===== src/rtl/core/htw_pkg.sv =====
// shared types, codes and default sizes of the hashed timing wheel
package htw_pkg;

    localparam int SLOT_COUNT_DEF   = 1024;
    localparam int MAX_TIMERS_DEF   = 64;
    localparam int TIMEOUT_BITS_DEF = 24;

    localparam int KIND_W    = 2;
    localparam int ID_W      = 6;
    localparam int TIMEOUT_W = 24;

    typedef enum logic [KIND_W-1:0] {
        KIND_TICK   = 2'd0,
        KIND_ADD    = 2'd1,
        KIND_REMOVE = 2'd2,
        KIND_ADJUST = 2'd3
    } t_kind;

    typedef enum logic [1:0] {
        ST_IDLE,
        ST_DIV,
        ST_SCAN,
        ST_FLUSH
    } t_state;

    typedef struct packed {
        logic shift;
        logic write;
        logic clear;
    } t_cell_ctl;

endpackage


===== src/rtl/core/htw_cell.sv =====
// one timer entry of the circulating entry ring
module htw_cell import htw_pkg::*; #(
    parameter int SW = 10,
    parameter int QW = 15
) (
    input  logic          i_clk,
    input  logic          i_rst_n,
    input  t_cell_ctl     i_ctl,
    input  logic          i_sh_valid,
    input  logic [SW-1:0] i_sh_slot,
    input  logic [QW-1:0] i_sh_rot,
    input  logic [QW-1:0] i_sh_rq,
    input  logic [SW-1:0] i_sh_rr,
    input  logic          i_sh_per,
    input  logic [SW-1:0] i_wr_slot,
    input  logic [QW-1:0] i_wr_rot,
    input  logic [SW-1:0] i_wr_rr,
    input  logic          i_wr_per,
    output logic          o_valid,
    output logic [SW-1:0] o_slot,
    output logic [QW-1:0] o_rot,
    output logic [QW-1:0] o_rq,
    output logic [SW-1:0] o_rr,
    output logic          o_per
);

    logic          r_valid;
    logic [SW-1:0] r_slot;
    logic [QW-1:0] r_rot;
    logic [QW-1:0] r_rq;
    logic [SW-1:0] r_rr;
    logic          r_per;

    always_ff @(posedge i_clk) begin
        if (!i_rst_n) begin
            r_valid <= 1'b0;
        end else if (i_ctl.shift) begin
            r_valid <= i_sh_valid;
        end else if (i_ctl.write) begin
            r_valid <= 1'b1;
        end else if (i_ctl.clear) begin
            r_valid <= 1'b0;
        end
    end

    always_ff @(posedge i_clk) begin
        if (i_ctl.shift) begin
            r_slot <= i_sh_slot;
            r_rot  <= i_sh_rot;
            r_rq   <= i_sh_rq;
            r_rr   <= i_sh_rr;
            r_per  <= i_sh_per;
        end else if (i_ctl.write) begin
            r_slot <= i_wr_slot;
            r_rot  <= i_wr_rot;
            r_rq   <= i_wr_rot;
            r_rr   <= i_wr_rr;
            r_per  <= i_wr_per;
        end
    end

    assign o_valid = r_valid;
    assign o_slot  = r_slot;
    assign o_rot   = r_rot;
    assign o_rq    = r_rq;
    assign o_rr    = r_rr;
    assign o_per   = r_per;

endmodule


===== config.mk =====
export PLATFORM = sky130hd
export DESIGN_NAME = htw_cell
export DESIGN_NICKNAME = d
export VERILOG_FILES = /design/src/rtl/core/htw_pkg.sv /design/src/rtl/core/htw_cell.sv
export SDC_FILE = /design/constraint.sdc
export NUM_CORES = 1
export LEC_CHECK = 0
export ABC_AREA = 1
export BUFFER_PORTS_ARGS = -buffer_cell sky130_fd_sc_hd__buf_2
export CORE_MARGIN = 4
export CORE_UTILIZATION = 45
export CTS_CLUSTER_DIAMETER = 40
export DETAILED_ROUTE_END_ITERATION = 16
export PLACE_DENSITY = 0.87
export SLEW_MARGIN = 0
export SYNTH_ARGS = -nofsm -noshare
export SYNTH_HDL_FRONTEND = slang
export SYNTH_SLANG_ARGS = --single-unit

===== constraint.sdc =====
create_clock -name i_clk -period 2.9 [get_ports i_clk]
set_input_delay 0.29 -clock i_clk [delete_from_list [all_inputs] [get_ports i_clk]]
set_output_delay 0.29 -clock i_clk [all_outputs]
set_load 0.02 [all_outputs]

==> results of run 1 <==
## final cells by class
class	count	area [um^2]	area share, %
Multi-Input combinational cell	144	543	17.9
Inverter	4	20.0	0.661
Sequential cell	52	1550	51.3
Tap cell	67	83.8	2.77
Clock inverter	1	3.75	0.124
Timing Repair Buffer	146	748	24.7
Clock buffer	7	76.3	2.52
## logic make-up after synthesis
kind of cell	Yosys count	share of synthesized area, %
and+or+nand+nor	144	24.6
DFF	52	70.7
buffers and inverters	13	4.68
## cell usage after synthesis (all sizes together)
master,instances
buf,9
edfxtp,51
inv,4
nand2,141
dfxtp,1
nor2,3
## flip-flops by register name, indices dropped and copies added, names as in the netlist
register and cells:
o_per 1, o_valid 1, o_rot 15, o_rr 10, o_rq 15, o_slot 10
## report_power, final
part | internal (W) | total [W] | switching, W | leakage [nW]
combinational | 0.000124 | 0.000340 | 0.000216 | 1.04
clock | 0.000168 | 0.000377 | 0.000209 | 0.0399
sequential | 0.000919 | 0.000938 | 0.0000197 | 0.534
## critical path, cell delays in order
cell	delay [ns]
buf_2	0.13
inv_6	0.21
nand2_2	0.43
buf_12	0.33
## worst max path at each step
stage | start | to | cells after the start
2_1_floorplan | i_ctl[2] | o_per$_DFFE_PP_ | 3
3_3_place_gp | i_ctl[2] | o_rot[13]$_DFFE_PP_ | 4
3_5_place_dp | i_ctl[2] | o_rq[13]$_DFFE_PP_ | 4
4_1_cts | i_ctl[2] | o_slot[5]$_DFFE_PP_ | 4
5_1_grt | i_ctl[2] | o_slot[5]$_DFFE_PP_ | 4
6_report | i_ctl[2] | o_slot[5]$_DFFE_PP_ | 4
## stage by stage
stage | instance area (um^2) | utilization [%] | total power, W
5_1_grt | 3030 | 64.1 | 0.00173
6_report | 3030 | 64.1 | 0.00166
2_1_floorplan | 2190 | - | 0.00115
3_5_place_dp | 2950 | 62.4 | 0.00130
3_3_place_gp | 2950 | 62.4 | 0.00129
4_1_cts | 3030 | 64.1 | 0.00168
## metal layers
layer / GRT usage [%] / part of all wire (%) / vias to the layer above
li1: - / - / 954
met1: 17.0 / 35 / 842
met2: 32.4 / 52 / 94
met3: 6.73 / 10 / 11
met4: 6.05 / 2.0 / 0
met5: 0 / 0 / -
==> results.toml, run 1 <==
[run_status]
status = "completed"

[die]
die_x_um = 77.8
initial_core_util_pct = 46.5
dieArea_um2 = 6060
num_rows = 25
die_h_um = 77.8
core_um2 = 4720
io_pins = 145

[sta]
slew_viol_final = 0
layout_min_cycle_time_ns = 1.36
fin_skew_ns = 0
worst_pin_slew_ns = 0.637
clock.fmax_mhz = 733
rsz0062_at_grt = "no"
hold_ws_ns = 0.224
relSlewSlack_pct = 57.4
setup_tns_ns = 0
finalHoldViolCount = 0
fin_ws_ns = 1.54
min_period_over_period_pct = 47.1
finalSetupViolations = 0

[layout]
layout_common_cells = "144 x buf_2, 140 x nand2_1, 51 x edfxtp_1"
area_delta_synth_final_pct = 37.9
nets = 446
final_common_cell = "buf_2"
final_cells = 421
drive_gt1_share_pct = 43.2
diodes = 0
num-fill-cells = 394

[global_routing]
grt_max_degree = 53
grt_pass1_vias = 1901
antenna_found_initial = 0
grt_use_total_pct = 17.3
grt-ovfl-total = 0
grt_pass1_wl_mm = 8.18

[logic_synthesis]
syn_nets = 302
synth.distinct_cells = 8
yosys-top-cells-area = "edfxtp_1 70%, nand2_1 24%, buf_6 2.1%, buf_4 1.7%, dfxtp_1 0.91%"
synth_cells = 209
ys_ff_latch = 52
avgSynthCellArea_um2 = 10.5
ys_warn_count = 0
ys_seq_area_share_pct = 70.7
synth_top_cell_by_area = "edfxtp_1"
synth_top_area_share_pct = 69.8
syn-cell-area_um2 = 2190

[routing]
vias = 1901
ant_nets = 0
drc = 0
wirelength_mm = 5.15
wire_per_inst_um = 12.2
drt_iter0_drc = 92
drtPass1Iterations = 4
drt-vias-per-instance = 4.52

[clock_network]
cts-resized-gates = 0
post_cts_buffers = 0
cts_sinks = 52
cts-buffers-inserted = 5
clockBufferDepth = 2
clk_latency_ns = 0.29
cts_tree = "built"
root_buffer = "clkbuf_8"
htree_levels = 2
path_clk_slew_ns = 0.08
cts_hold_buf = 0

[setup_path]
regToRegSetupSlack_ns = 2.24
worstPathMaxFanout = 37
cp-end-kind = "flop"
crit_arrival_ns = 1.41
r2r_start = "o_valid$_SDFFE_PN0P_"
required_ns = 2.95
reg2reg_depth = 4
cp-start-kind = "input pin"
critPathKind = "in -> reg"
r2r_end = "o_valid$_SDFFE_PN0P_"

[power]
p_leak_nw = 1.61
vdd_drop_max_uv = 263
p_per_area_nw_per_um2 = 547

[placement]
place_ws_ns = 1.20
gp_congestion = 0.796
hpwl_mm = 3.99
portBuffers = 144
place_inst = 413

[hold_path]
min_from = "i_rst_n"
whs_path_depth = 3
min_path_type = "in -> reg"
min_to = "o_valid$_SDFFE_PN0P_"

[flow_run]
maxCapViolations = 0
No activity file was read; power rests on OpenSTA's default activity.
==> inputs of run 2 (changes only) <==
- CORE_UTILIZATION: 45 -> 38
- PLACE_DENSITY: 0.87 -> 0.79
- clock period: 2.9 -> 1.2 ns (I/O delays scaled with it)
==> results.toml, run 2 (same netlist as run 1, synthesis figures left out) <==
[run_status]
status = "completed"

[setup_path]
r2r_start = "o_valid$_SDFFE_PN0P_"
critPathKind = "reg -> out"
crit_end = "o_rot[10]"
path_buf_inv = 1
reg2reg_depth = 4
cp-start-kind = "flop"
critical_path.top_delay_family = "flip-flops"
worstPathMaxFanout = 1
r2r_end = "o_valid$_SDFFE_PN0P_"
crit_arrival_ns = 0.86
crit_cells = 1
required_ns = 1.08
cp-startpoint = "o_rot[10]$_DFFE_PP_"
regToRegSetupSlack_ns = 0.56
worst_path_largest_cell_delay_ns = 0.40
cp-end-kind = "primary output"
cp_cell_sequence = "buf_2"
slowest_stage = "edfxtp_1"

[die]
die_h_um = 84.0
io_pins = 145
core_um2 = 5540
dieArea_um2 = 7060
initial_core_util_pct = 39.6
num_rows = 27
die_x_um = 84.0

[global_routing]
grt_pass1_wl_mm = 7.81
grt.met2_usage_pct = 25.6
antenna_found_initial = 0
grt_max_degree = 38
grt_pass1_vias = 1772
use_met1_pct = 14.2
grt_busiest_layer = "met2"
grt-ovfl-total = 0
met3_usage_pct = 4.54
grt_use_total_pct = 13.7

[routing]
wirelength_mm = 4.95
drt-vias-per-instance = 4.32
ant_nets = 0
drtPass1Iterations = 4
vias = 1848
drc = 0
wire_per_inst_um = 11.6
drt_iter0_drc = 81

[layout]
diodes = 0
drive_gt1_share_pct = 43.8
num-fill-cells = 526
area_delta_synth_final_pct = 39.9
multiInputGateArea_um2 = 548
final_common_cell = "buf_2"
layout_common_cells = "144 x buf_2, 140 x nand2_1, 51 x edfxtp_1"
final-seq-area_um2 = 1550
nets = 448

[clock_network]
root_buffer = "clkbuf_8"
htree_levels = 2
clockBufferDepth = 2
cts-resized-gates = 0
clk_latency_ns = 0.28
cts_sinks = 52
cts_tree = "built"
path_clk_slew_ns = 0.09
cts-buffers-inserted = 5
cts_hold_buf = 0
post_cts_buffers = 0

[power]
p_per_area_nw_per_um2 = 1310
total_power_w = 0.00402
p_leak_nw = 1.63
vdd_drop_max_uv = 641

[sta]
worst_pin_slew_ns = 0.261
slew_viol_final = 0
finalHoldViolCount = 0
relSlewSlack_pct = 82.6
finalSetupViolations = 0
min_period_over_period_pct = 81.5
fin_skew_ns = 0
layout_min_cycle_time_ns = 0.978
rsz0062_at_grt = "no"
fin_ws_ns = 0.222
setup_tns_ns = 0
clock.fmax_mhz = 1020

[hold_path]
min_from = "i_rst_n"
min_path_type = "in -> reg"

[flow_run]
maxCapViolations = 0

[placement]
hpwl_mm = 4.04
portBuffers = 144
gp_congestion = 0.750
place_ws_ns = 0.154
run 2: changes by cell type in the layout (fill, tap and decap cells not counted):
cell / before / now
nand2_2: 1 / 0
clkinvlp_4: 0 / 1
buf_12: 1 / 2
clkbuf_1: 2 / 1
nand2_4: 0 / 1
buf_4: 1 / 2
run 2: layout make-up:
| cell class | instances | share of cell area [%] |
|---|---|---|
| clock buffers | 6 | 2.36 |
| clock inverters | 2 | 0.367 |
| inverters | 4 | 0.652 |
| multi-input cells | 144 | 17.9 |
| flip-flops and latches | 52 | 50.6 |
| well taps | 72 | 2.94 |
| repair buffers | 148 | 25.3 |
run 2: worst min-delay path by stage:
| stage | to | depth (start not counted) |
|---|---|---|
| 2_1_floorplan | o_valid$_SDFFE_PN0P_ | 2 |
| 3_3_place_gp | o_valid$_SDFFE_PN0P_ | 3 |
| 3_5_place_dp | o_valid$_SDFFE_PN0P_ | 3 |
| 4_1_cts | o_valid$_SDFFE_PN0P_ | 3 |
| 5_1_grt | o_valid$_SDFFE_PN0P_ | 3 |
| 6_report | o_valid$_SDFFE_PN0P_ | 3 |
run 2: per-stage QoR:
stage	hold WS (ns)	std cells	util [%]	instance area, um^2
finish	0.0555	428	55.4	3070
CTS	0.0475	428	55.4	3070
global placement	0.368	420	53.9	2990
global route	0.0501	428	55.4	3070
detailed placement	0.365	420	53.9	2990
floorplan	0.246	209	-	2200
run 2: power by group:
group / internal [W] / switching [W] / total [W]
Clock: 0.000405 / 0.000518 / 0.000923
Sequential: 0.00222 / 0.0000456 / 0.00227
Combinational: 0.000308 / 0.000520 / 0.000828
Total: 0.00293 / 0.00108 / 0.00402
run 2: metal layers:
layer  wire, um  share of wire [%]  vias to the layer above
met3        549                 11                        6
met4         80                1.6                        0
met5          0                  0                        -
met2       2560                 52                       90
li1           -                  -                      957
met1       1760                 36                      795
==> inputs of run 3 (changes only) <==
- CORE_UTILIZATION: 38 -> 42
- PLACE_DENSITY: 0.79 -> 0.82
- clock period: 1.2 -> 0.95 ns (I/O delays scaled with it)
==> results.toml, run 3 (same netlist as run 1, synthesis figures left out) <==
[die]
num_rows = 26
io_pins = 145
core_um2 = 5070
die_h_um = 80.3
die_x_um = 80.3
dieArea_um2 = 6450
initial_core_util_pct = 43.2

[setup_path]
cp-startpoint = "o_rr[0]$_DFFE_PP_"
critPathKind = "reg -> out"
regToRegSetupSlack_ns = 0.29
r2r_start = "o_valid$_SDFFE_PN0P_"
critical_path.top_delay_family = "flip-flops"
slowest_stage = "edfxtp_1"
cp-start-kind = "flop"
reg2reg_depth = 4
required_ns = 0.85
r2r_end = "o_valid$_SDFFE_PN0P_"
worst_path_largest_cell_delay_ns = 0.41
worstPathMaxFanout = 1
crit_arrival_ns = 0.86
path_buf_inv = 1
cp-end-kind = "primary output"
cp_cell_sequence = "buf_6"

[global_routing]
grt_pass1_vias = 1787
grt_pass1_wl_mm = 7.86
antenna_found_initial = 0
grt_max_degree = 37
grt-ovfl-total = 0
grt_use_total_pct = 16.0

[layout]
final-seq-area_um2 = 1550
utilization_pct = 65.8
drive_gt1_share_pct = 44.1
final_common_cell = "nand2_1"
layout_common_cells = "140 x nand2_1, 110 x buf_2, 51 x edfxtp_1"
area_delta_synth_final_pct = 52.2
diodes = 0
nets = 450
final_cells = 428
num-fill-cells = 398
multiInputGateArea_um2 = 557

[sta]
layout_min_cycle_time_ns = 0.959
min_period_over_period_pct = 101
worst_pin_slew_ns = 0.246
clock.fmax_mhz = 1040
finalHoldViolCount = 0
slew_viol_final = 0
fin_skew_ns = 0
rsz0062_at_grt = "yes"
fin_ws_ns = -0.00866
finalSetupViolations = 1
relSlewSlack_pct = 83.6
setup_tns_ns = -0.00866

[routing]
wire_per_inst_um = 12.5
drt_iter0_drc = 111
vias = 1870
drtPass1Iterations = 4
wirelength_mm = 5.37
ant_nets = 0
drc = 0
drt-vias-per-instance = 4.37

[power]
p_per_area_nw_per_um2 = 1600
seqPwrFrac_pct = 54.1
combPwrFrac_pct = 23.7
p_switching_w = 0.00144
p_int_w = 0.00392
p_clk_share_pct = 22.1
netSwitchingFraction_pct = 26.9
vdd_drop_max_uv = 699
p_leak_nw = 1.72

[placement]
portBuffers = 144
hpwl_mm = 4.00
gp_congestion = 0.730
place_inst = 420

[clock_network]
path_clk_slew_ns = 0.09
cts_tree = "built"
htree_levels = 2
clk_latency_ns = 0.29
clockBufferDepth = 2
cts-buffers-inserted = 5
root_buffer = "clkbuf_8"
cts_sinks = 52
post_cts_buffers = 0

[run_status]
violations = "setup timing"
status = "finished, violations left"

[hold_path]
min_to = "o_valid$_SDFFE_PN0P_"
min_from = "i_rst_n"
min_path_type = "in -> reg"
whs_path_depth = 3

[flow_run]
maxCapViolations = 0
## run 3: changes by cell type in the layout (fill, tap and decap cells not counted)
cell,previous run,this run
buf_12,2,5
buf_6,0,34
buf_4,2,1
nand2_8,0,1
nand2_4,1,0
buf_2,144,110
## run 3: layout make-up
| class | instances | area share [%] |
|---|---|---|
| clock buffer | 6 | 2.17 |
| clock inverter | 2 | 0.337 |
| inverter | 4 | 0.599 |
| multi-input combinational | 144 | 16.7 |
| sequential | 52 | 46.4 |
| tap | 70 | 2.62 |
| timing repair buffer | 150 | 31.2 |
## run 3: worst max-delay path by stage
stage,end,slack (ns),cells past startpoint
global route,o_rr[0],-0.06,1
floorplan,o_per$_DFFE_PP_,0.12,3
global placement,o_rot[3]$_DFFE_PP_,0.08,5
CTS,o_rr[4],-0.01,1
detailed placement,o_rot[11]$_DFFE_PP_,0.04,5
finish,o_rr[0],-0.009,1
## run 3: worst register-to-register path, cell delays in order, from the launching register on
cell and delay [ns]:
dfxtp_1 0.35, inv_1 0.05, nor2_1 0.08, nor2_1 0.05
nor2_1 0.07
## run 3: power by group through the flow
stage | registers (W) | clock network, W | logic, W
finish | 0.00290 | 0.00119 | 0.00127
global route | 0.00292 | 0.00135 | 0.00137
CTS | 0.00286 | 0.00122 | 0.00113
detailed placement | 0.00291 | 0 | 0.00110
global placement | 0.00290 | 0 | 0.00108
floorplan | 0.00326 | 0 | 0.000258
## run 3: repair_timing
action,in CTS,in global routing
hold buffers,0,0
hold endpoints to repair,0,0
setup endpoints to repair,8,49
resized for setup,10,58
## run 3: metrics by stage
stage / setup WS [ns] / total power (W) / cell area, um^2 / hold WS [ns]
after global placement: 0.0772 / 0.00398 / 3040 / 0.330
after floorplan: 0.115 / 0.00352 / 2210 / 0.221
final: -0.00866 / 0.00536 / 3340 / 0.0313
after CTS: -0.0109 / 0.00521 / 3160 / 0.0224
after detailed placement: 0.0404 / 0.00401 / 3040 / 0.349
after global routing: -0.0568 / 0.00563 / 3340 / 0.0237
## run 3: layer usage
layer / global-route usage [%] / vias to the layer above / wire length (um)
met5: 0 / - / 0
met1: 16.9 / 821 / 1960
met4: 4.39 / 0 / 34
met2: 29.1 / 80 / 2860
li1: - / 965 / -
met3: 6.73 / 4 / 521
