$ cat config.mk
export PLATFORM = sky130hd
export DESIGN_NAME = htw_div
export DESIGN_NICKNAME = d
export VERILOG_FILES = /design/src/rtl/core/htw_pkg.sv /design/src/rtl/core/htw_div.sv
export SDC_FILE = /design/constraint.sdc
export NUM_CORES = 1
export LEC_CHECK = 0
export BUFFER_PORTS_ARGS = -buffer_cell sky130_fd_sc_hd__buf_2
export CAP_MARGIN = 20
export CELL_PAD_IN_SITES_DETAIL_PLACEMENT = 1
export CELL_PAD_IN_SITES_GLOBAL_PLACEMENT = 2
export CORE_MARGIN = 2
export CORE_UTILIZATION = 30
export CTS_CLUSTER_DIAMETER = 150
export DETAILED_ROUTE_END_ITERATION = 10
export GPL_TIMING_DRIVEN = 1
export PLACE_DENSITY = 0.75
export SLEW_MARGIN = 20
export SYNTH_ARGS = -nofsm -noshare
export SYNTH_HDL_FRONTEND = slang
export SYNTH_SLANG_ARGS = --single-unit
$ cat constraint.sdc
create_clock -name i_clk -period 0.9 [get_ports i_clk]
set_input_delay 0.135 -clock i_clk [delete_from_list [all_inputs] [get_ports i_clk]]
set_output_delay 0.135 -clock i_clk [all_outputs]
set_load 0.005 [all_outputs]
$ cat src/rtl/core/htw_pkg.sv
// shared types, codes and default sizes of the hashed timing wheel
package htw_pkg;

    localparam int SLOT_COUNT_DEF   = 1024;
    localparam int MAX_TIMERS_DEF   = 64;
    localparam int TIMEOUT_BITS_DEF = 24;

    localparam int KIND_W    = 2;
    localparam int ID_W      = 6;
    localparam int TIMEOUT_W = 24;

    typedef enum logic [KIND_W-1:0] {
        KIND_TICK   = 2'd0,
        KIND_ADD    = 2'd1,
        KIND_REMOVE = 2'd2,
        KIND_ADJUST = 2'd3
    } t_kind;

    typedef enum logic [1:0] {
        ST_IDLE,
        ST_DIV,
        ST_SCAN,
        ST_FLUSH
    } t_state;

    typedef struct packed {
        logic shift;
        logic write;
        logic clear;
    } t_cell_ctl;

endpackage

$ cat src/rtl/core/htw_div.sv
// constant divider of a tick count by the slot count, reciprocal multiply then remainder
module htw_div import htw_pkg::*; #(
    parameter int TW         = 24,
    parameter int SLOT_COUNT = 1024,
    parameter int SW         = 10
) (
    input  logic          i_clk,
    input  logic          i_rst_n,
    input  logic          i_start,
    input  logic [TW-1:0] i_dividend,
    output logic          o_done,
    output logic [TW-1:0] o_quo,
    output logic [SW-1:0] o_rem
);

    localparam int SH = TW + SW;
    localparam int MW = TW + 2;
    localparam int PW = TW + MW;
    localparam longint unsigned RECIP =
        ((64'd1 << SH) + 64'(SLOT_COUNT) - 64'd1) / 64'(SLOT_COUNT);

    logic          r_v1;
    logic          r_v2;
    logic          r_done;
    logic [TW-1:0] r_n;
    logic [TW-1:0] r_quo;
    logic [SW-1:0] r_rem;
    logic [PW-1:0] prod;
    logic [SW-1:0] back;

    // quotient from the rounded-up reciprocal, exact over the whole dividend range
    assign prod = {{MW{1'b0}}, r_n} * {{TW{1'b0}}, MW'(RECIP)};
    // remainder only needs the low bits of quotient times slot count
    assign back = r_quo[SW-1:0] * SW'(SLOT_COUNT);

    always_ff @(posedge i_clk) begin
        if (!i_rst_n) begin
            r_v1   <= 1'b0;
            r_v2   <= 1'b0;
            r_done <= 1'b0;
        end else begin
            r_v1   <= i_start;
            r_v2   <= r_v1;
            r_done <= r_v2;
        end
    end

    always_ff @(posedge i_clk) begin
        if (i_start) begin
            r_n <= i_dividend;
        end
        if (r_v1) begin
            r_quo <= TW'(prod[PW-1:SH]);
        end
        if (r_v2) begin
            r_rem <= r_n[SW-1:0] - back;
        end
    end

    assign o_done = r_done;
    assign o_quo  = r_quo;
    assign o_rem  = r_rem;

endmodule

==> metrics.txt, run 1 <==
routed len/inst between 10 and 15 um; Die Ht 77.0 um; switching power 800 uW; cell depth of the worst setup path 1; Yosys top cell by area edfxtp_1; Worst EP required 760 ps; outcome complete, but fails checks; Hold Vio Cnt, Final 0; Max H-tree Level 2; highest metal used met4; min-delay worst type in -> reg; fin area 2110 um^2; post-synth top area share 0.901; synth top area cells edfxtp_1 90%, buf_4 4.7%, dfxtp_1 3.8%, and2_1 1.2%, conb_1 0.23%; internal power between 3 and 4 mW; cells along the critical path buf_2; Worst Setup End Kind output port; WP buf/inv 1; cts bufs inserted 5; Clk Latency, worst-skew pair a little under 300 ps; Mapped Area ~1600 um^2; violated checks setup timing; via count 740; Avg Cell Area, Syn 24.6 um^2; largest net degree at the start of global routing 16; Startpoint Class flip-flop; Slowest cell on crit path edfxtp_1; CTS tree yes; CP endpoint o_quo[13]; Max-Cap Viols 0; commonest non-fill, non-tap cell in the layout buf_2; DRC Markers 0; vias per cell 3.68; drt pass-1 iters 4; CP Data Arrival Time 820 ps; reg2reg end o_quo[9]; first-pass GRT wire length 3960 um; unrepaired setup endpoints after global routing true; most frequent cells in the layout 51 x buf_2, 48 x edfxtp_1, 10 x conb_1, 5 x clkbuf_8, 4 x dlygate4sd3_1; met3 wire len 144 um; WS Path Type reg -> out; Mapped Cells 65; Slowest Stage Delay on Critical Path 390 ps; count of final setup violators 24; core box area 5140 um^2; Layout area overhead 31.7%; row count 26; CP top delay family flip-flops; sequential cell fraction of total power 0.626; initial antenna violation count 0; Top Ports 62; crit path from o_quo[13]; R2R cell count 0; metal2 WL 1610 um; total global routing overflow 0; Clock Tree Root clkbuf_8; switching part of the total 0.177; worst IR drop on VDD approximately 0.00085 V; wl on met1 908 um; antenna diode count 0; GP Congestion 0.740; Die ar. 5930 um^2; Initial Utilization 0.311; PortBufs a little over 50; Die Width 77.0 um; count of state elements after synthesis 51; Leak 0.825 nW; dpl cells 189; CTS clk-pin slew, worst paths 80 ps; Placed Area 1960 um^2; Final WS setup -57.4 ps; Max Root-Sink Buffers 2; post-synthesis sequential area ratio 0.939; Tcrit/Tclk final 1.06; Tot Pwr 4.51 mW; Synth cell types 5; DRT iter0 DRCs 15; share of cells above drive strength 1 0.473; R2R Setup Slk roughly 110 ps; final WL 2730 um; vias in the first global route 781; final std cells w/o fill 201; Crit Path Max Fanout 1; Gate power share 0.045; antenna-violating nets left 0; synth warn 0; GRT Overall Usage 0.0950; PwrDens 2140 nW/um^2; Worst Skew 8.25 ps; TritonCTS Sinks 51; min cycle time layout 957 ps; final max-slew violation count 0; R2R Path Start r_v1; Final nets 157; FMAX 1040 MHz; clock share of power 0.329
-- cells by family (layout without fill, tap and decap cells) --
family,count (synthesis),count (layout),share of synthesized area
simple gates,3,3,0.0117
flops,51,51,0.939
other cells,1,10,0.00235
buf+inv,10,67,0.0469
-- per-layer routing --
metal,vias to the layer above,track usage
met2,31,0.189
met3,4,0.0282
li1,351,-
met1,354,0.0792
met5,-,0
met4,0,0.0589
-- power by group through the flow --
stage / combinational (mW) / sequential [mW] / clock [mW]
3_3_place_gp: 0.186 / 2.87 / 0
5_1_grt: 0.226 / 2.84 / 1.61
4_1_cts: 0.202 / 2.83 / 1.54
3_5_place_dp: 0.194 / 2.89 / 0
6_report: 0.204 / 2.83 / 1.49
2_1_floorplan: 0.0438 / 2.88 / 0
-- synthesized netlist by cell type (all sizes together) --
| master | number |
|---|---|
| and2 | 3 |
| buf | 10 |
| conb | 1 |
| dfxtp | 3 |
| edfxtp | 48 |
-- state kept, by name, summed over array words and instances (netlist names) --
register  count
r_v1          1
r_v2          1
o_rem        10
r_n          24
o_done        1
o_quo        14
-- worst min path at each step --
| stage | startpoint | slack (ps) | end | depth (start not counted) |
|---|---|---|---|---|
| 2_1_floorplan | i_dividend[0] | 230 | r_n[0] | 0 |
| 3_5_place_dp | i_dividend[22] | 310 | r_n[22] | 1 |
| 3_3_place_gp | i_dividend[22] | 310 | r_n[22] | 1 |
| 5_1_grt | i_dividend[16] | 0.6 | r_n[16] | 1 |
| 4_1_cts | i_dividend[3] | 0.02 | r_n[3] | 1 |
| 6_report | i_dividend[18] | 10 | r_n[18] | 1 |
-- layout make-up --
class                   count  area, um^2
flip-flops and latches     51        1510
fillers                   544        3030
multi-input cells          13        56.3
repair buffers             59         350
well taps                  70        87.6
clock buffers               7        76.3
clock inverters             1        30.0
-- metrics by stage --
step / worst slack (ps) / setup TNS [ps] / hold slack (ps) / utilization
after CTS: -91.8 / -1090 / 0.0213 / 0.405
after detailed placement: 21.1 / 0 / 313 / 0.381
final: -57.4 / -616 / 12.0 / 0.410
after floorplan: 61.3 / 0 / 234 / -
after global routing: -105 / -1580 / 0.581 / 0.410
after global placement: 66.5 / 0 / 315 / 0.381
-- what timing repair did --
item	CTS	global route
setup endpoints to repair	24	38
endpoints found under the hold margin	2	2
resized for setup	0	1
hold buffers	2	2
buffers inserted	0	0
Note: power is estimated with default switching activity, not from simulation.
==> run 2, diff against run 1 <==
--- a/config.mk
+++ b/config.mk
@@ -15,6 +15,7 @@
 export DETAILED_ROUTE_END_ITERATION = 10
 export GPL_TIMING_DRIVEN = 1
 export PLACE_DENSITY = 0.75
+export RECOVER_POWER = 100
 export SLEW_MARGIN = 20
 export SYNTH_ARGS = -nofsm -noshare
 export SYNTH_HDL_FRONTEND = slang
==> metrics.txt, run 2 (synthesized netlist as in run 1, its figures left out) <==
hold path cells 1 (unchanged); Crit Path Max Fanout 1 (unchanged); Worst Skew 8.20 ps (-0.0468 ps); WS Path Type reg -> out; Max Root-Sink Buffers 2 (unchanged); R2R Path Start r_v1; Die Width 77.0 um (unchanged); final hold slack 12.1 ps (+0.144 ps); largest reg by FF count r_n; CP Data Arrival Time 820 ps (about the same); via count 740 (unchanged); final WL 2730 um (unchanged); Slowest Stage Delay on Critical Path 390 ps (about the same); final max-slew violation count 0 (unchanged); outcome complete, but fails checks; crit path from o_quo[13]; Clk Latency, worst-skew pair 290 ps (about the same); row count 26 (unchanged); FMAX 1050 MHz (about the same); routed len/inst 13.6 um (unchanged); PwrDens 2180 nW/um^2 (+1.5%); Die Ht 77.0 um (unchanged); commonest non-fill, non-tap cell in the layout buf_2; Top Ports 62 (unchanged); Max H-tree Level 2 (unchanged); min cycle time layout 957 ps (-0.700 ps); Max-slew headroom 0.626; violated checks setup timing; DRC Markers 0 (unchanged); Max-Cap Viols 0 (unchanged); min-delay worst type in -> reg; R2R cell count 0 (unchanged); dpl cells 189 (unchanged); post-CTS setup buffers 0 (unchanged); largest net degree at the start of global routing 16 (unchanged); CTS clk-pin slew, worst paths 80 ps (about the same); Layout area overhead 29.2%; total global routing overflow 0 (unchanged); cts bufs inserted 5 (unchanged); vias in the first global route 781 (unchanged); Worst Setup End Kind output port; Placed Area 1960 um^2 (unchanged); final std cells w/o fill 201 (unchanged); multi-input logic area 56.3 um^2 (unchanged); Worst EP required 760 ps (about the same); PortBufs 51 (unchanged); Slowest cell on crit path edfxtp_1; TritonCTS Sinks 51 (unchanged); Tot Pwr 4.50 mW (-0.44%); Tcrit/Tclk final 1.06 (about the same); cell depth of the worst setup path 1 (unchanged); antenna diode count 0 (unchanged); Fillers 547 (+0.55%); GRT Overall Usage 0.0950 (unchanged); share of cells above drive strength 1 0.458 (-0.0153); count of final setup violators 24 (unchanged); Slew @ Worst Pin ~560 ps; HP Start i_dividend[18]; Initial Utilization 0.311 (unchanged); initial antenna violation count 0 (unchanged); max reg flops 24 (unchanged); Clock Tree Root clkbuf_8; GP Congestion 0.740 (unchanged); first-pass GRT wire length 3960 um (unchanged); vias per cell 3.68 (unchanged); Leak 0.807 nW (-2.2%); Startpoint Class flip-flop; Final nets 157 (unchanged); CP top delay family flip-flops; drt pass-1 iters 4 (unchanged); fin area 2070 um^2 (-1.9%); Die ar. 5930 um^2 (unchanged); antenna-violating nets left 0 (unchanged); register area 1500 um^2 (-0.17%); worst IR drop on VDD 0.000854 V (-0.13%); core box area 5140 um^2 (unchanged); worst slack at placement 21.1 ps (unchanged); CTS tree yes; unrepaired setup endpoints after global routing true; Final WS setup -56.7 ps (+0.700 ps); cells along the critical path buf_2; DRT iter0 DRCs 15 (unchanged); Hold Vio Cnt, Final 0 (unchanged); most frequent cells in the layout 50 x buf_2, 48 x edfxtp_1, 10 x conb_1, 5 x clkbuf_8; WP buf/inv 1 (unchanged)
==> run 2: path summary, 6_finish.rpt <==
| kind | endpoint | slack [ps] |
|---|---|---|
| max | o_quo[13] | -60 |
| min | r_n[18] | 10 |
| max reg2reg | o_quo[9] | 10 |
| min reg2reg | o_quo[5] | 430 |
==> run 2: per-stage QoR <==
| stage | util | TNS, ps |
|---|---|---|
| 2_1_floorplan | - | 0 |
| 3_3_place_gp | 0.381 | 0 |
| 3_5_place_dp | 0.381 | 0 |
| 4_1_cts | 0.405 | -1090 |
| 5_1_grt | 0.402 | -1890 |
| 6_report | 0.402 | -609 |
==> run 2: final cells by class <==
cell class | count | share of cell area
Clock inverter | 1 | 0.0145
Sequential cell | 51 | 0.727
Timing Repair Buffer | 59 | 0.151
Clock buffer | 7 | 0.0369
Tap cell | 70 | 0.0424
Multi-Input combinational cell | 13 | 0.0273
==> run 2: power by group <==
group / switching (mW) / total [mW] / internal, mW
Sequential: 0.0547 / 2.83 / 2.77
Clock: 0.652 / 1.48 / 0.831
Combinational: 0.0890 / 0.183 / 0.0943
Total: 0.796 / 4.50 / 3.70
==> run 2: metal layers <==
metal	GRT usage	wire [um]	vias up
li1	-	-	351
met1	0.0792	909	354
met2	0.189	1610	31
met3	0.0282	144	4
met4	0.0589	63	0
met5	0	0	-
==> run 2: repair_timing <==
item                                   4_1_cts  5_1_grt
resized for setup                            0        1
setup endpoints to repair                   24       38
hold buffers                                 2        2
endpoints found under the hold margin        2        2
==> run 3, diff against run 2 <==
==> constraint.sdc (replaced) <==
create_clock -name i_clk -period 0.9 [get_ports i_clk]
set_input_delay 0.09 -clock i_clk [delete_from_list [all_inputs] [get_ports i_clk]]
set_output_delay 0.09 -clock i_clk [all_outputs]
set_load 0.005 [all_outputs]
==> metrics.txt, run 3 (synthesized netlist as in run 1, its figures left out) <==
Gate power share 0.059 (+0.018); first-pass GRT wire length 4620 um (+17%); Max-Cap Viols 0 (unchanged); Slowest cell on crit path edfxtp_1; Worst Skew 5.35 ps (-2.85 ps); CP top delay family flip-flops; routed len/inst 14.1 um (+3.7%); share of cells above drive strength 1 0.380 (-0.0780); Initial Utilization 0.311 (unchanged); clock share of power 0.280 (-0.050); final std cells w/o fill 220 (+9.5%); Startpoint Class flip-flop; Placed Area 1940 um^2 (-1.0%); Slowest Stage Delay on Critical Path 390 ps (about the same); CTS tree yes; largest net degree at the start of global routing 26 (+10); HP Start i_rst_n; Die ar. 5930 um^2 (unchanged); Clock Tree Root clkbuf_8; Clk Latency, worst-skew pair 290 ps (about the same); row count 26 (unchanged); Hold Vio Cnt, Final 0 (unchanged); Layout area overhead 39.8%; Worst EP required 810 ps (+50 ps); Leak 0.870 nW (+7.9%); WHS Endpoint o_done; Crit Path Max Fanout 1 (unchanged); largest reg by FF count r_n; outcome complete, but fails checks; unrepaired setup endpoints after global routing true; Worst Setup End Kind output port; dpl cells 188 (-0.53%); Slew @ Worst Pin 609 ps (+47.7 ps); DRC Markers 0 (unchanged); final max-slew violation count 0 (unchanged); Max Root-Sink Buffers 2 (unchanged); Max-slew headroom 0.594 (-0.0318); core box area 5140 um^2 (unchanged); antenna diode count 0 (unchanged); most frequent cells in the layout 48 x buf_2, 48 x edfxtp_1, 24 x dlygate4sd3_1, 10 x conb_1, 5 x clkbuf_8; final hold slack 30.7 ps (+18.5 ps); sequential cell fraction of total power 0.661 (+0.032); TritonCTS Sinks 51 (unchanged); WP buf/inv 1 (unchanged); min-delay worst type in -> reg; internal power 3.45 mW (-6.7%); WS Path Type reg -> out; switching power 823 uW (+3.4%); reg2reg end o_rem[5]; Top Ports 62 (unchanged); final WL 3100 um (+14%); vias in the first global route 893 (+14%); hold path cells 2 (+1); GRT Overall Usage 0.109 (+0.0139); Final WS setup -29.2 ps (+27.6 ps); fin area 2240 um^2 (+8.2%); drt pass-1 iters 4 (unchanged); R2R Setup Slk 100 ps (+90 ps); DRT iter0 DRCs 49 (+34); initial antenna violation count 0 (unchanged); Tot Pwr 4.27 mW (-4.9%); switching part of the total 0.192 (+0.0154); FMAX 1080 MHz (+3.0%); R2R Path Start r_v2; count of final setup violators 5 (-79%); Die Width 77.0 um (unchanged); Max H-tree Level 2 (unchanged); Die Ht 77.0 um (unchanged); via count 832 (+12%); Final nets 176 (+12%); R2R cell count 1 (+1); post-CTS setup buffers 0 (unchanged); cts bufs inserted 5 (unchanged); antenna-violating nets left 0 (unchanged); GP Congestion 0.731 (-1.2%); PwrDens 1910 nW/um^2 (-12%); vias per cell 3.78 (+2.7%); max reg flops 24 (unchanged); CP Data Arrival Time 840 ps (+20 ps); min cycle time layout 929 ps (-27.6 ps); total global routing overflow 0 (unchanged); cells along the critical path buf_2; CTS clk-pin slew, worst paths 80 ps (about the same); worst IR drop on VDD 0.000966 V (+13%); worst slack at placement 28.0 ps (+6.83 ps); PortBufs 51 (unchanged); violated checks setup timing; Tcrit/Tclk final 1.03 (-0.0306)
-- run 3: cell types whose count changed in the layout (fill, tap and decap cells not counted) --
cell	delta
dfxtp_2	-1
bufinv_16	-1
dfxtp_4	+1
dlygate4sd3_1	+20
buf_2	-2
clkinv_1	+2
-- run 3: how the worst max path moves through the flow --
| stage | startpoint | endpoint | cells past startpoint |
|---|---|---|---|
| 3_5_place_dp | r_v1 | o_quo[9] | 0 |
| 3_3_place_gp | r_v1 | o_quo[11] | 0 |
| 4_1_cts | o_quo[11] | o_quo[11] | 1 |
| 2_1_floorplan | r_v2 | o_rem[0] | 0 |
| 5_1_grt | o_quo[10] | o_quo[10] | 1 |
| 6_report | o_quo[7] | o_quo[7] | 1 |
-- run 3: cell type report --
cell class / instances / area (um^2)
clock buffer: 6 / 72.6
tap: 70 / 87.6
fill: 557 / 2900
sequential: 51 / 1510
clock inverter: 2 / 7.51
multi-input combinational: 13 / 56.3
timing repair buffer: 78 / 507
-- run 3: power groups by stage --
stage          sequential [mW]  clock, mW  combinational (mW)
2_1_floorplan             2.88          0              0.0438
3_3_place_gp              2.87          0               0.177
3_5_place_dp              2.88          0               0.184
4_1_cts                   2.83       1.24               0.266
5_1_grt                   2.84       1.34               0.276
6_report                  2.83       1.20               0.252
-- run 3: per-stage QoR --
step                 util  TNS (ps)
global placement    0.377         0
global route        0.435      -781
floorplan               -         0
finish              0.435     -61.5
detailed placement  0.377         0
CTS                 0.439      -142
-- run 3: timing repair --
action	4_1_cts	5_1_grt
gates cloned	0	0
resized for setup	0	1
hold buffers	24	0
pin swaps	0	0
hold endpoints to repair	24	0
endpoints found under the setup margin	11	38
-- run 3: per-layer routing --
metal,track usage,share of wire,wire length (um),vias up
met5,0,0,0,-
met4,0.0607,0.035,109,0
met3,0.0329,0.052,160,11
li1,-,-,-,391
met2,0.222,0.60,1850,34
met1,0.0891,0.32,983,396
